**src/sv/dprt_pkg.sv**
```systemverilog
// Shared types, constants and result codes for the demand page residency tracker.
// Used by every module of the block; depends on nothing else.
`default_nettype none

package dprt_pkg;

  // Size of the tracked window in pages, and the index width that follows from it.
  localparam int unsigned PAGE_COUNT = 16;
  localparam int unsigned PG_W       = (PAGE_COUNT > 1) ? $clog2(PAGE_COUNT) : 1;

  // Page geometry: 4 KiB pages, charged as 4 KB each.
  localparam int unsigned PAGE_SHIFT = 12;
  localparam int unsigned KB_W       = 7;
  localparam logic [KB_W-1:0] PAGE_KB = KB_W'(4);

  // Field widths.
  localparam int unsigned ADDR_W   = 64;
  localparam int unsigned FRAME_W  = 64;
  localparam int unsigned EVIDX_W  = 16;
  localparam int unsigned BUDGET_W = 32;
  localparam int unsigned FAULT_W  = 32;
  localparam int unsigned PGNUM_W  = 4;
  localparam int unsigned CNT_W    = 5;

  // Stream and configuration port widths.
  localparam int unsigned IN_DATA_W  = 152;
  localparam int unsigned OUT_DATA_W = 120;
  localparam int unsigned CFG_IDX_W  = 2;
  localparam int unsigned CFG_DATA_W = 64;

  // Configuration register indexes.
  localparam logic [CFG_IDX_W-1:0] REG_REGION_BASE = 2'd0;
  localparam logic [CFG_IDX_W-1:0] REG_REGION_END  = 2'd1;
  localparam logic [CFG_IDX_W-1:0] REG_BUDGET_KB   = 2'd2;

  // Request kind.
  typedef enum logic {
    ACT_FAULT = 1'b0,
    ACT_EVICT = 1'b1
  } action_t;

  // Result status codes.
  typedef enum logic [2:0] {
    ST_FAULTED  = 3'd0,
    ST_RESIDENT = 3'd1,
    ST_OUTSIDE  = 3'd2,
    ST_PRESENT  = 3'd3,
    ST_BUDGET   = 3'd4,
    ST_NOFRAME  = 3'd5,
    ST_EVICTED  = 3'd6,
    ST_NOTRES   = 3'd7
  } status_t;

  // One request as held in the input register.
  typedef struct packed {
    action_t              action;
    logic [ADDR_W-1:0]    fault_address;
    logic                 was_present;
    logic [EVIDX_W-1:0]   evict_index;
    logic [FRAME_W-1:0]   offered_frame;
  } req_t;

  // One result as held in the output register.
  typedef struct packed {
    status_t              status;
    logic                 retry_ok;
    logic [PGNUM_W-1:0]   page_number;
    logic [FRAME_W-1:0]   frame_address;
    logic [CNT_W-1:0]     resident_count;
    logic [KB_W-1:0]      used_kb;
    logic [FAULT_W-1:0]   fault_total;
  } rsp_t;

  // Configuration register contents.
  typedef struct packed {
    logic [ADDR_W-1:0]    region_base;
    logic [ADDR_W-1:0]    region_end;
    logic [BUDGET_W-1:0]  budget_kb;
  } cfg_t;

endpackage

`default_nettype wire

```
**src/sv/dprt_in_reg.sv**
```systemverilog
// Input register stage: takes one request from the input stream and holds it for evaluation.
// Depends on dprt_pkg for the request layout.
`default_nettype none

module dprt_in_reg (
  input  wire logic                            clk,
  input  wire logic                            rst_n,
  input  wire logic                            in_tvalid,
  output logic                                 in_tready,
  input  wire logic [dprt_pkg::IN_DATA_W-1:0]  in_tdata,
  input  wire logic                            in_tuser,
  input  wire logic                            advance,
  output logic                                 req_valid,
  output dprt_pkg::req_t                       req
);

  logic           valid_r, valid_nxt;
  dprt_pkg::req_t req_r;
  dprt_pkg::req_t req_unpacked;
  logic           take;

  // The stage refills whenever it is empty or its request moves on this cycle.
  assign in_tready = !valid_r || advance;
  assign take      = in_tvalid && in_tready;

  // Unpack the stream word into request fields.
  always_comb begin
    req_unpacked.action        = dprt_pkg::action_t'(in_tuser);
    req_unpacked.fault_address = in_tdata[63:0];
    req_unpacked.was_present   = in_tdata[64];
    req_unpacked.evict_index   = in_tdata[80:65];
    req_unpacked.offered_frame = in_tdata[144:81];
  end

  // Occupancy of the stage.
  always_comb begin
    valid_nxt = valid_r;
    if (in_tready) begin
      valid_nxt = in_tvalid;
    end
  end

  always_ff @(posedge clk) begin
    if (!rst_n) begin
      valid_r <= 1'b0;
    end else begin
      valid_r <= valid_nxt;
    end
  end

  // Payload needs no reset.
  always_ff @(posedge clk) begin
    if (take) begin
      req_r <= req_unpacked;
    end
  end

  assign req_valid = valid_r;
  assign req       = req_r;

endmodule

`default_nettype wire

```
**src/sv/dprt_eval.sv**
```systemverilog
// Residency state and the single-pass decision for one fault or eviction request.
// Depends on dprt_pkg for types, field widths and status codes.
`default_nettype none

module dprt_eval (
  input  wire logic           clk,
  input  wire logic           rst_n,
  input  wire dprt_pkg::cfg_t cfg,
  input  wire logic           fire,
  input  wire dprt_pkg::req_t req,
  output dprt_pkg::rsp_t      rsp
);

  // Tracker state.
  logic [dprt_pkg::PAGE_COUNT-1:0] resident_r, resident_nxt;
  logic [dprt_pkg::FRAME_W-1:0]    frame_r [dprt_pkg::PAGE_COUNT];
  logic [dprt_pkg::KB_W-1:0]       charged_r, charged_nxt;
  logic [dprt_pkg::CNT_W-1:0]      count_r, count_nxt;
  logic [dprt_pkg::FAULT_W-1:0]    faults_r, faults_nxt;

  // Decision signals.
  logic                                            in_window;
  logic [dprt_pkg::ADDR_W-1:0]                     offset;
  logic [dprt_pkg::ADDR_W-dprt_pkg::PAGE_SHIFT-1:0] offset_page;
  logic                                            fault_pg_ok;
  logic                                            evict_pg_ok;
  logic [dprt_pkg::PG_W-1:0]                       pg;
  logic                                            pg_ok;
  logic                                            is_resident;
  logic                                            budget_ok;
  logic                                            take_page;
  logic                                            drop_page;
  dprt_pkg::status_t                               status;
  logic                                            report_page;
  logic [dprt_pkg::FRAME_W-1:0]                    frame_out;

  // Window test and page index of a fault.
  assign in_window   = (req.fault_address >= cfg.region_base) &&
                       (req.fault_address < cfg.region_end);
  assign offset      = req.fault_address - cfg.region_base;
  assign offset_page = offset[dprt_pkg::ADDR_W-1:dprt_pkg::PAGE_SHIFT];
  assign fault_pg_ok = offset_page <
                       (dprt_pkg::ADDR_W-dprt_pkg::PAGE_SHIFT)'(dprt_pkg::PAGE_COUNT);
  assign evict_pg_ok = req.evict_index < dprt_pkg::EVIDX_W'(dprt_pkg::PAGE_COUNT);

  // Select the page the request concerns and look it up in the bitmap.
  assign pg          = (req.action == dprt_pkg::ACT_EVICT) ?
                       req.evict_index[dprt_pkg::PG_W-1:0] :
                       offset[dprt_pkg::PAGE_SHIFT +: dprt_pkg::PG_W];
  assign pg_ok       = (req.action == dprt_pkg::ACT_EVICT) ? evict_pg_ok : fault_pg_ok;
  assign is_resident = pg_ok && resident_r[pg];

  // Budget test: another page must fit, computed one bit wider than the budget.
  assign budget_ok = (($bits(cfg.budget_kb)+1)'(charged_r) +
                      ($bits(cfg.budget_kb)+1)'(dprt_pkg::PAGE_KB)) <=
                     ($bits(cfg.budget_kb)+1)'(cfg.budget_kb);

  // Checks in priority order for each request kind.
  always_comb begin
    status      = dprt_pkg::ST_OUTSIDE;
    report_page = 1'b0;
    frame_out   = '0;
    take_page   = 1'b0;
    drop_page   = 1'b0;
    if (req.action == dprt_pkg::ACT_FAULT) begin
      if (!in_window) begin
        status = dprt_pkg::ST_OUTSIDE;
      end else if (req.was_present) begin
        status = dprt_pkg::ST_PRESENT;
      end else if (!fault_pg_ok) begin
        status = dprt_pkg::ST_OUTSIDE;
      end else if (is_resident) begin
        status      = dprt_pkg::ST_RESIDENT;
        report_page = 1'b1;
      end else if (!budget_ok) begin
        status      = dprt_pkg::ST_BUDGET;
        report_page = 1'b1;
      end else if (req.offered_frame == '0) begin
        status      = dprt_pkg::ST_NOFRAME;
        report_page = 1'b1;
      end else begin
        status      = dprt_pkg::ST_FAULTED;
        report_page = 1'b1;
        frame_out   = req.offered_frame;
        take_page   = 1'b1;
      end
    end else begin
      if (!evict_pg_ok) begin
        status = dprt_pkg::ST_NOTRES;
      end else if (!is_resident) begin
        status      = dprt_pkg::ST_NOTRES;
        report_page = 1'b1;
      end else begin
        status      = dprt_pkg::ST_EVICTED;
        report_page = 1'b1;
        frame_out   = frame_r[pg];
        drop_page   = 1'b1;
      end
    end
  end

  // State after this request.
  always_comb begin
    resident_nxt = resident_r;
    charged_nxt  = charged_r;
    count_nxt    = count_r;
    faults_nxt   = faults_r;
    if (take_page) begin
      resident_nxt[pg] = 1'b1;
      charged_nxt      = charged_r + dprt_pkg::PAGE_KB;
      count_nxt        = count_r + 1'b1;
      faults_nxt       = faults_r + 1'b1;
    end else if (drop_page) begin
      resident_nxt[pg] = 1'b0;
      charged_nxt      = charged_r - dprt_pkg::PAGE_KB;
      count_nxt        = count_r - 1'b1;
    end
  end

  // Result fields reflect the state after the step.
  always_comb begin
    rsp.status         = status;
    rsp.retry_ok       = (status inside {dprt_pkg::ST_FAULTED, dprt_pkg::ST_RESIDENT,
                                         dprt_pkg::ST_EVICTED});
    rsp.page_number    = report_page ? dprt_pkg::PGNUM_W'(pg) : '0;
    rsp.frame_address  = frame_out;
    rsp.resident_count = count_nxt;
    rsp.used_kb        = charged_nxt;
    rsp.fault_total    = faults_nxt;
  end

  // Control state commits only when the request moves to the output register.
  always_ff @(posedge clk) begin
    if (!rst_n) begin
      resident_r <= '0;
      charged_r  <= '0;
      count_r    <= '0;
      faults_r   <= '0;
    end else if (fire) begin
      resident_r <= resident_nxt;
      charged_r  <= charged_nxt;
      count_r    <= count_nxt;
      faults_r   <= faults_nxt;
    end
  end

  // Frame table: an entry is only read while its page is resident, so it needs no reset.
  always_ff @(posedge clk) begin
    if (fire && take_page) begin
      frame_r[pg] <= req.offered_frame;
    end
  end

endmodule

`default_nettype wire

```
**src/sv/demand_page_residency_tracker_core.sv**
```systemverilog
// Top level of the demand page residency tracker: configuration registers, input stage,
// evaluation and output register. Depends on dprt_pkg, dprt_in_reg and dprt_eval.
//
//   Channel  Direction  Handshake            Payload
//   in_      slave      in_tvalid/in_tready  tuser: action; tdata: request fields
//   out_     master     out_tvalid/out_tready tuser: status; tdata: result fields
//   cfg_     slave      cfg_valid/cfg_ready  cfg_index, cfg_data
//
// A request is held in the input register and its result is registered in the output
// register; one request per cycle sustained while the output is not stalled.
// The rate is set by the single pass from input register to output register.
// Reset (rst_n low, synchronous) clears the bitmap, counters and configuration.
// A stalled output holds both stages; the input stage still refills while it is empty.
`default_nettype none

module demand_page_residency_tracker_core (
  input  wire logic                              clk,
  input  wire logic                              rst_n,
  // Request stream.
  input  wire logic                              in_tvalid,
  output logic                                   in_tready,
  // [63:0] fault_address, [64] was_present, [80:65] evict_index,
  // [144:81] offered_frame, [151:145] zero
  input  wire logic [dprt_pkg::IN_DATA_W-1:0]    in_tdata,
  // [0] action
  input  wire logic                              in_tuser,
  // Result stream.
  output logic                                   out_tvalid,
  input  wire logic                              out_tready,
  // [0] retry_ok, [4:1] page_number, [68:5] frame_address, [73:69] resident_count,
  // [80:74] used_kb, [112:81] fault_total, [119:113] zero
  output logic [dprt_pkg::OUT_DATA_W-1:0]        out_tdata,
  // [2:0] status
  output logic [2:0]                             out_tuser,
  // Configuration writes.
  input  wire logic                              cfg_valid,
  output logic                                   cfg_ready,
  input  wire logic [dprt_pkg::CFG_IDX_W-1:0]    cfg_index,
  input  wire logic [dprt_pkg::CFG_DATA_W-1:0]   cfg_data
);

  dprt_pkg::cfg_t cfg_r, cfg_nxt;
  logic           advance;
  logic           req_valid;
  dprt_pkg::req_t req;
  dprt_pkg::rsp_t rsp;
  logic           out_valid_r, out_valid_nxt;
  dprt_pkg::rsp_t out_rsp_r;

  // Configuration registers; writes are always taken.
  assign cfg_ready = 1'b1;

  always_comb begin
    cfg_nxt = cfg_r;
    if (cfg_valid) begin
      case (cfg_index)
        dprt_pkg::REG_REGION_BASE: cfg_nxt.region_base = cfg_data;
        dprt_pkg::REG_REGION_END:  cfg_nxt.region_end  = cfg_data;
        dprt_pkg::REG_BUDGET_KB:   cfg_nxt.budget_kb   = cfg_data[dprt_pkg::BUDGET_W-1:0];
        default:                   cfg_nxt = cfg_r;
      endcase
    end
  end

  always_ff @(posedge clk) begin
    if (!rst_n) begin
      cfg_r <= '0;
    end else begin
      cfg_r <= cfg_nxt;
    end
  end

  // The held request moves on whenever the output register is free or being emptied.
  assign advance = !out_valid_r || out_tready;

  dprt_in_reg u_in_reg (
    .clk       (clk),
    .rst_n     (rst_n),
    .in_tvalid (in_tvalid),
    .in_tready (in_tready),
    .in_tdata  (in_tdata),
    .in_tuser  (in_tuser),
    .advance   (advance),
    .req_valid (req_valid),
    .req       (req)
  );

  dprt_eval u_eval (
    .clk   (clk),
    .rst_n (rst_n),
    .cfg   (cfg_r),
    .fire  (req_valid && advance),
    .req   (req),
    .rsp   (rsp)
  );

  // Output register.
  always_comb begin
    out_valid_nxt = out_valid_r;
    if (advance) begin
      out_valid_nxt = req_valid;
    end
  end

  always_ff @(posedge clk) begin
    if (!rst_n) begin
      out_valid_r <= 1'b0;
    end else begin
      out_valid_r <= out_valid_nxt;
    end
  end

  always_ff @(posedge clk) begin
    if (advance && req_valid) begin
      out_rsp_r <= rsp;
    end
  end

  // Pack the result onto the stream.
  assign out_tvalid = out_valid_r;
  assign out_tuser  = out_rsp_r.status;
  assign out_tdata  = {7'b0,
                       out_rsp_r.fault_total,
                       out_rsp_r.used_kb,
                       out_rsp_r.resident_count,
                       out_rsp_r.frame_address,
                       out_rsp_r.page_number,
                       out_rsp_r.retry_ok};

endmodule

`default_nettype wire
```
**config.mk**
```make
export PLATFORM = sky130hd
export DESIGN_NAME = demand_page_residency_tracker_core
export DESIGN_NICKNAME = d
export VERILOG_FILES = /design/src/sv/dprt_pkg.sv /design/src/sv/dprt_in_reg.sv /design/src/sv/dprt_eval.sv /design/src/sv/demand_page_residency_tracker_core.sv
export SDC_FILE = /design/constraint.sdc
export NUM_CORES = 2
export LEC_CHECK = 0
export BUFFER_PORTS_ARGS = -buffer_cell sky130_fd_sc_hd__buf_2
export CAP_MARGIN = 20
export CORE_MARGIN = 5
export CORE_UTILIZATION = 30
export DETAILED_ROUTE_END_ITERATION = 10
export HOLD_SLACK_MARGIN = 0.06
export PLACE_DENSITY = 0.47
export SETUP_SLACK_MARGIN = 0.1
export SYNTH_ARGS = -nofsm -noshare
export SYNTH_HDL_FRONTEND = slang
export SYNTH_SLANG_ARGS = --single-unit
```
**constraint.sdc**
```tcl
create_clock -name clk -period 24.5 [get_ports clk]
set_input_delay 7.35 -clock clk [delete_from_list [all_inputs] [get_ports clk]]
set_output_delay 7.35 -clock clk [all_outputs]
set_load 0.05 [all_outputs]
```
==> impl_metrics.csv <==
group,metric,value,unit
run_status,status,"completed",
min_path,hold_path.class,"flip-flop to flip-flop",
sta,hold_slack,451.7,ps
yosys,synth_xor_area_share,0.7789,%
layout,nNetsFinal,6466,
yosys,synthSimpleGateAreaFrac,17.78,%
clocking,h-tree-depth,4,
sta,max_freq,62.98,MHz
layout,multi_input_area,20410,um2
global_route,grt_pass1_vias,44950,
clocking,cts_repair_resize_count,0,
routing,wl_per_cell,22.67,um
sta,finalSetupViolations,0,
clocking,clock_tree.buffer_depth,3,
sta,period_share,64.81,%
placement,place_ws,8562,ps
setup_path,worst-r2r-cell-count,15,
sta,final-max-slew-violation-count,0,
floorplan,initial_core_util,30.09,%
power_and_ir_drop,powerDensity,78.67,nW/um2
clocking,cts_buffers,171,
layout,seqCellArea,42960,um2
layout,layout-drive-gt1-share,11.59,%
placement,place_congestion,0.8787,
run,maxCapViolCount,0,
routing,routed_wl,206300,um
placement,dp_cells,8785,
layout,area.growth.synth_to_final,15.58,%
setup_path,cp-end-kind,"output pin",
clocking,cts.sink_count,1504,
sta,finClkSkew,71.83,ps
setup_path,crit_required,17150,ps
global_route,grt_max_degree,208,
floorplan,dieArea,226800,um2
yosys,synth-seq-cells,1504,
routing,firstDrtPassIters,6,
yosys,synth_compound_area_share,9.236,%
setup_path,crit_fanout,4,
global_route,overflow,0,
power_and_ir_drop,p_leak,25.73,nW
yosys,syn-cell-area,65220,um2
layout,fill_cells,21620,
floorplan,core.rowCount,171,
routing,drc,0,
setup_path,r2r_slack,17150,ps
power_and_ir_drop,finalPower,5.930,mW
yosys,ys_seq_area_share,65.88,%
placement,numPortBuffers,332,
floorplan,core,216700,um2
setup_path,critPathLaunchType,"input pin",
floorplan,die_x,476.2,um
layout,stdcell_count,9100,
clocking,clk_latency,830,ps
setup_path,setup.worst_path.class,"input pin to output pin",
clocking,cts_root_buf,"clkbuf_16",
setup_path,arrival,8530,ps
setup_path,critPathCapture,"in_tready",
routing,vias,46200,
global_route,grt_pass1_wl,303000,um
setup_path,crit_path_start,"out_tready",
sta,finalCriticalPeriod,15880,ps
yosys,synth_cell_types,91,
clocking,clk_pin_slew,50,ps
placement,dp_hpwl,119800,um
clocking,cts_setup_buffers,0,
sta,relSlewSlack,26.67,%
sta,timing.final.ws_setup,8623,ps
yosys,synth_enable_flop_cells,1284,
setup_path,worstReg2RegEnd,"u_eval.frame_r[10][55]",
routing,drtIter0Drc,3804,
yosys,ys.flop_type,"edfxtp_1",
yosys,yosys-top-cells-area,"edfxtp_1 (59%), nand2_1 (8.7%), dfxtp_1 (6.8%)",
sta,tightestPinTransition,1100,ps
power_and_ir_drop,vdd_drop_max,0.00007160,V
floorplan,die_h,476.2,um
yosys,yosys.area.top_type_share,59.12,%
yosys,synth_largest_area_cell,"edfxtp_1",
routing,viasPerCell,5.077,
clocking,ctsHoldBuffers,0,
yosys,synth_top_family_by_area,"simple AND/OR/NAND/NOR gates",
routing,antenna_left,0,
sta,setup-tns-final,0,ps
setup_path,reg2reg_from,"u_in_reg.req[89]",
global_route,track_usage,17.52,%
yosys,synth.area.mux_share,0.5219,%
yosys,synthArstFlopShare,0,%
global_route,antenna_found_initial,9,
yosys,synthAdderAreaFrac,2.648,%
yosys,ys_warn_count,0,
yosys,synthCells,5864,
sta,rsz0062_at_grt,"no",
sta,hold_viol_final,0,
floorplan,io_pins,350,
yosys,synth.avg_cell_area,11.12,um2
clocking,cts_tree,"built",
-- worst min-delay path by stage --
stage	startpoint	slack, ps	endpoint	cells past startpoint
6_report	cfg_r[73]	450	cfg_r[73]	2
3_3_place_gp	cfg_r[32]	440	cfg_r[32]	2
3_5_place_dp	cfg_r[73]	450	cfg_r[73]	2
2_1_floorplan	cfg_r[32]	430	cfg_r[32]	2
5_1_grt	cfg_r[34]	470	cfg_r[34]	2
4_1_cts	cfg_r[73]	450	cfg_r[73]	2
-- state kept, by name, indices dropped and copies added, names as in the netlist, named ones only --
register / flops
u_eval.frame_r: 1024
cfg_r: 160
u_in_reg.req: 146
out_tdata: 111
u_eval.faults_r: 32
u_eval.charged_r: 5
u_eval.count_r: 5
out_tuser: 3
out_tvalid: 1
u_in_reg.req_valid: 1
-- logic make-up after synthesis --
kind of cell / after synthesis
simple gates: 2612
flops: 1504
compound gates: 994
buf+inv: 524
fa+ha+maj: 138
xor+xnor: 58
mux: 32
other cells: 2
-- stage by stage --
step                util (%)  area, um2
finish                 34.78      75370
global route           34.77      75360
CTS                    34.77      75360
detailed placement     32.27      69930
global placement       32.27      69930
floorplan                  -      65250
-- critical path: stages --
cell     delay (ps)
buf_2           100
nor2b_1         450
nand2_1         320
buf_2           300
-- routing by layer --
metal	up-vias	GRT usage (%)	routed length (um)
li1	21730	-	-
met1	22890	23.58	91340
met2	1291	29.12	98830
met3	288	2.809	10410
met4	0	5.258	5750
met5	-	0	0
-- area by class of cell --
class	count	area share [%]
tap	2854	4.738
timing repair buffer	421	3.141
clock inverter	84	1.116
sequential	1504	57.00
inverter	162	0.8234
multi-input combinational	3844	27.09
clock buffer	225	6.079
antenna	6	0.01992
-- power breakdown --
group          internal [mW]  switching, mW  leakage [nW]  total [mW]
Clock                   1.38           1.09          2.61        2.47
Sequential              2.81         0.0435          13.4        2.85
Combinational          0.167          0.436          9.71       0.602
Total                   4.36           1.57          25.7        5.93
-- cells in the mapped netlist (all sizes together) (25+ instances only) --
cell / number
nand2: 1510
nor2: 115
edfxtp: 1284
a21o: 26
nor3: 61
mux2i: 25
ha: 138
nand4: 62
buf: 74
a21oi: 570
xor2: 37
o21ai: 113
o21a: 30
nand3: 598
o31ai: 27
nor4: 121
clkbuf: 288
inv: 160
or3: 34
dfxtp: 220
a22o: 66
-- placed cells by master (no fill, tap or decap), types with 13 or more instances in the layout --
master	count
nand2_1	1510
edfxtp_1	1284
nand3_1	596
a21oi_1	566
buf_2	332
dfxtp_1	220
clkbuf_16	171
inv_1	160
ha_1	138
nor2_1	113
o21ai_0	99
nor4_1	98
buf_4	86
a22o_1	66
nand4_1	61
nor3_1	60
clkbuf_1	44
xor2_1	37
clkinv_1	35
or3_1	33
o21a_1	29
a21o_1	26
o31ai_1	26
mux2i_1	25
nand2b_1	23
o211ai_1	22
xnor2_1	21
nor4_2	21
or4_1	20
and3_1	18
a211oi_1	16
o2111ai_1	16
clkinv_2	16
o21ai_1	13
(Power assumes the default switching activity.)
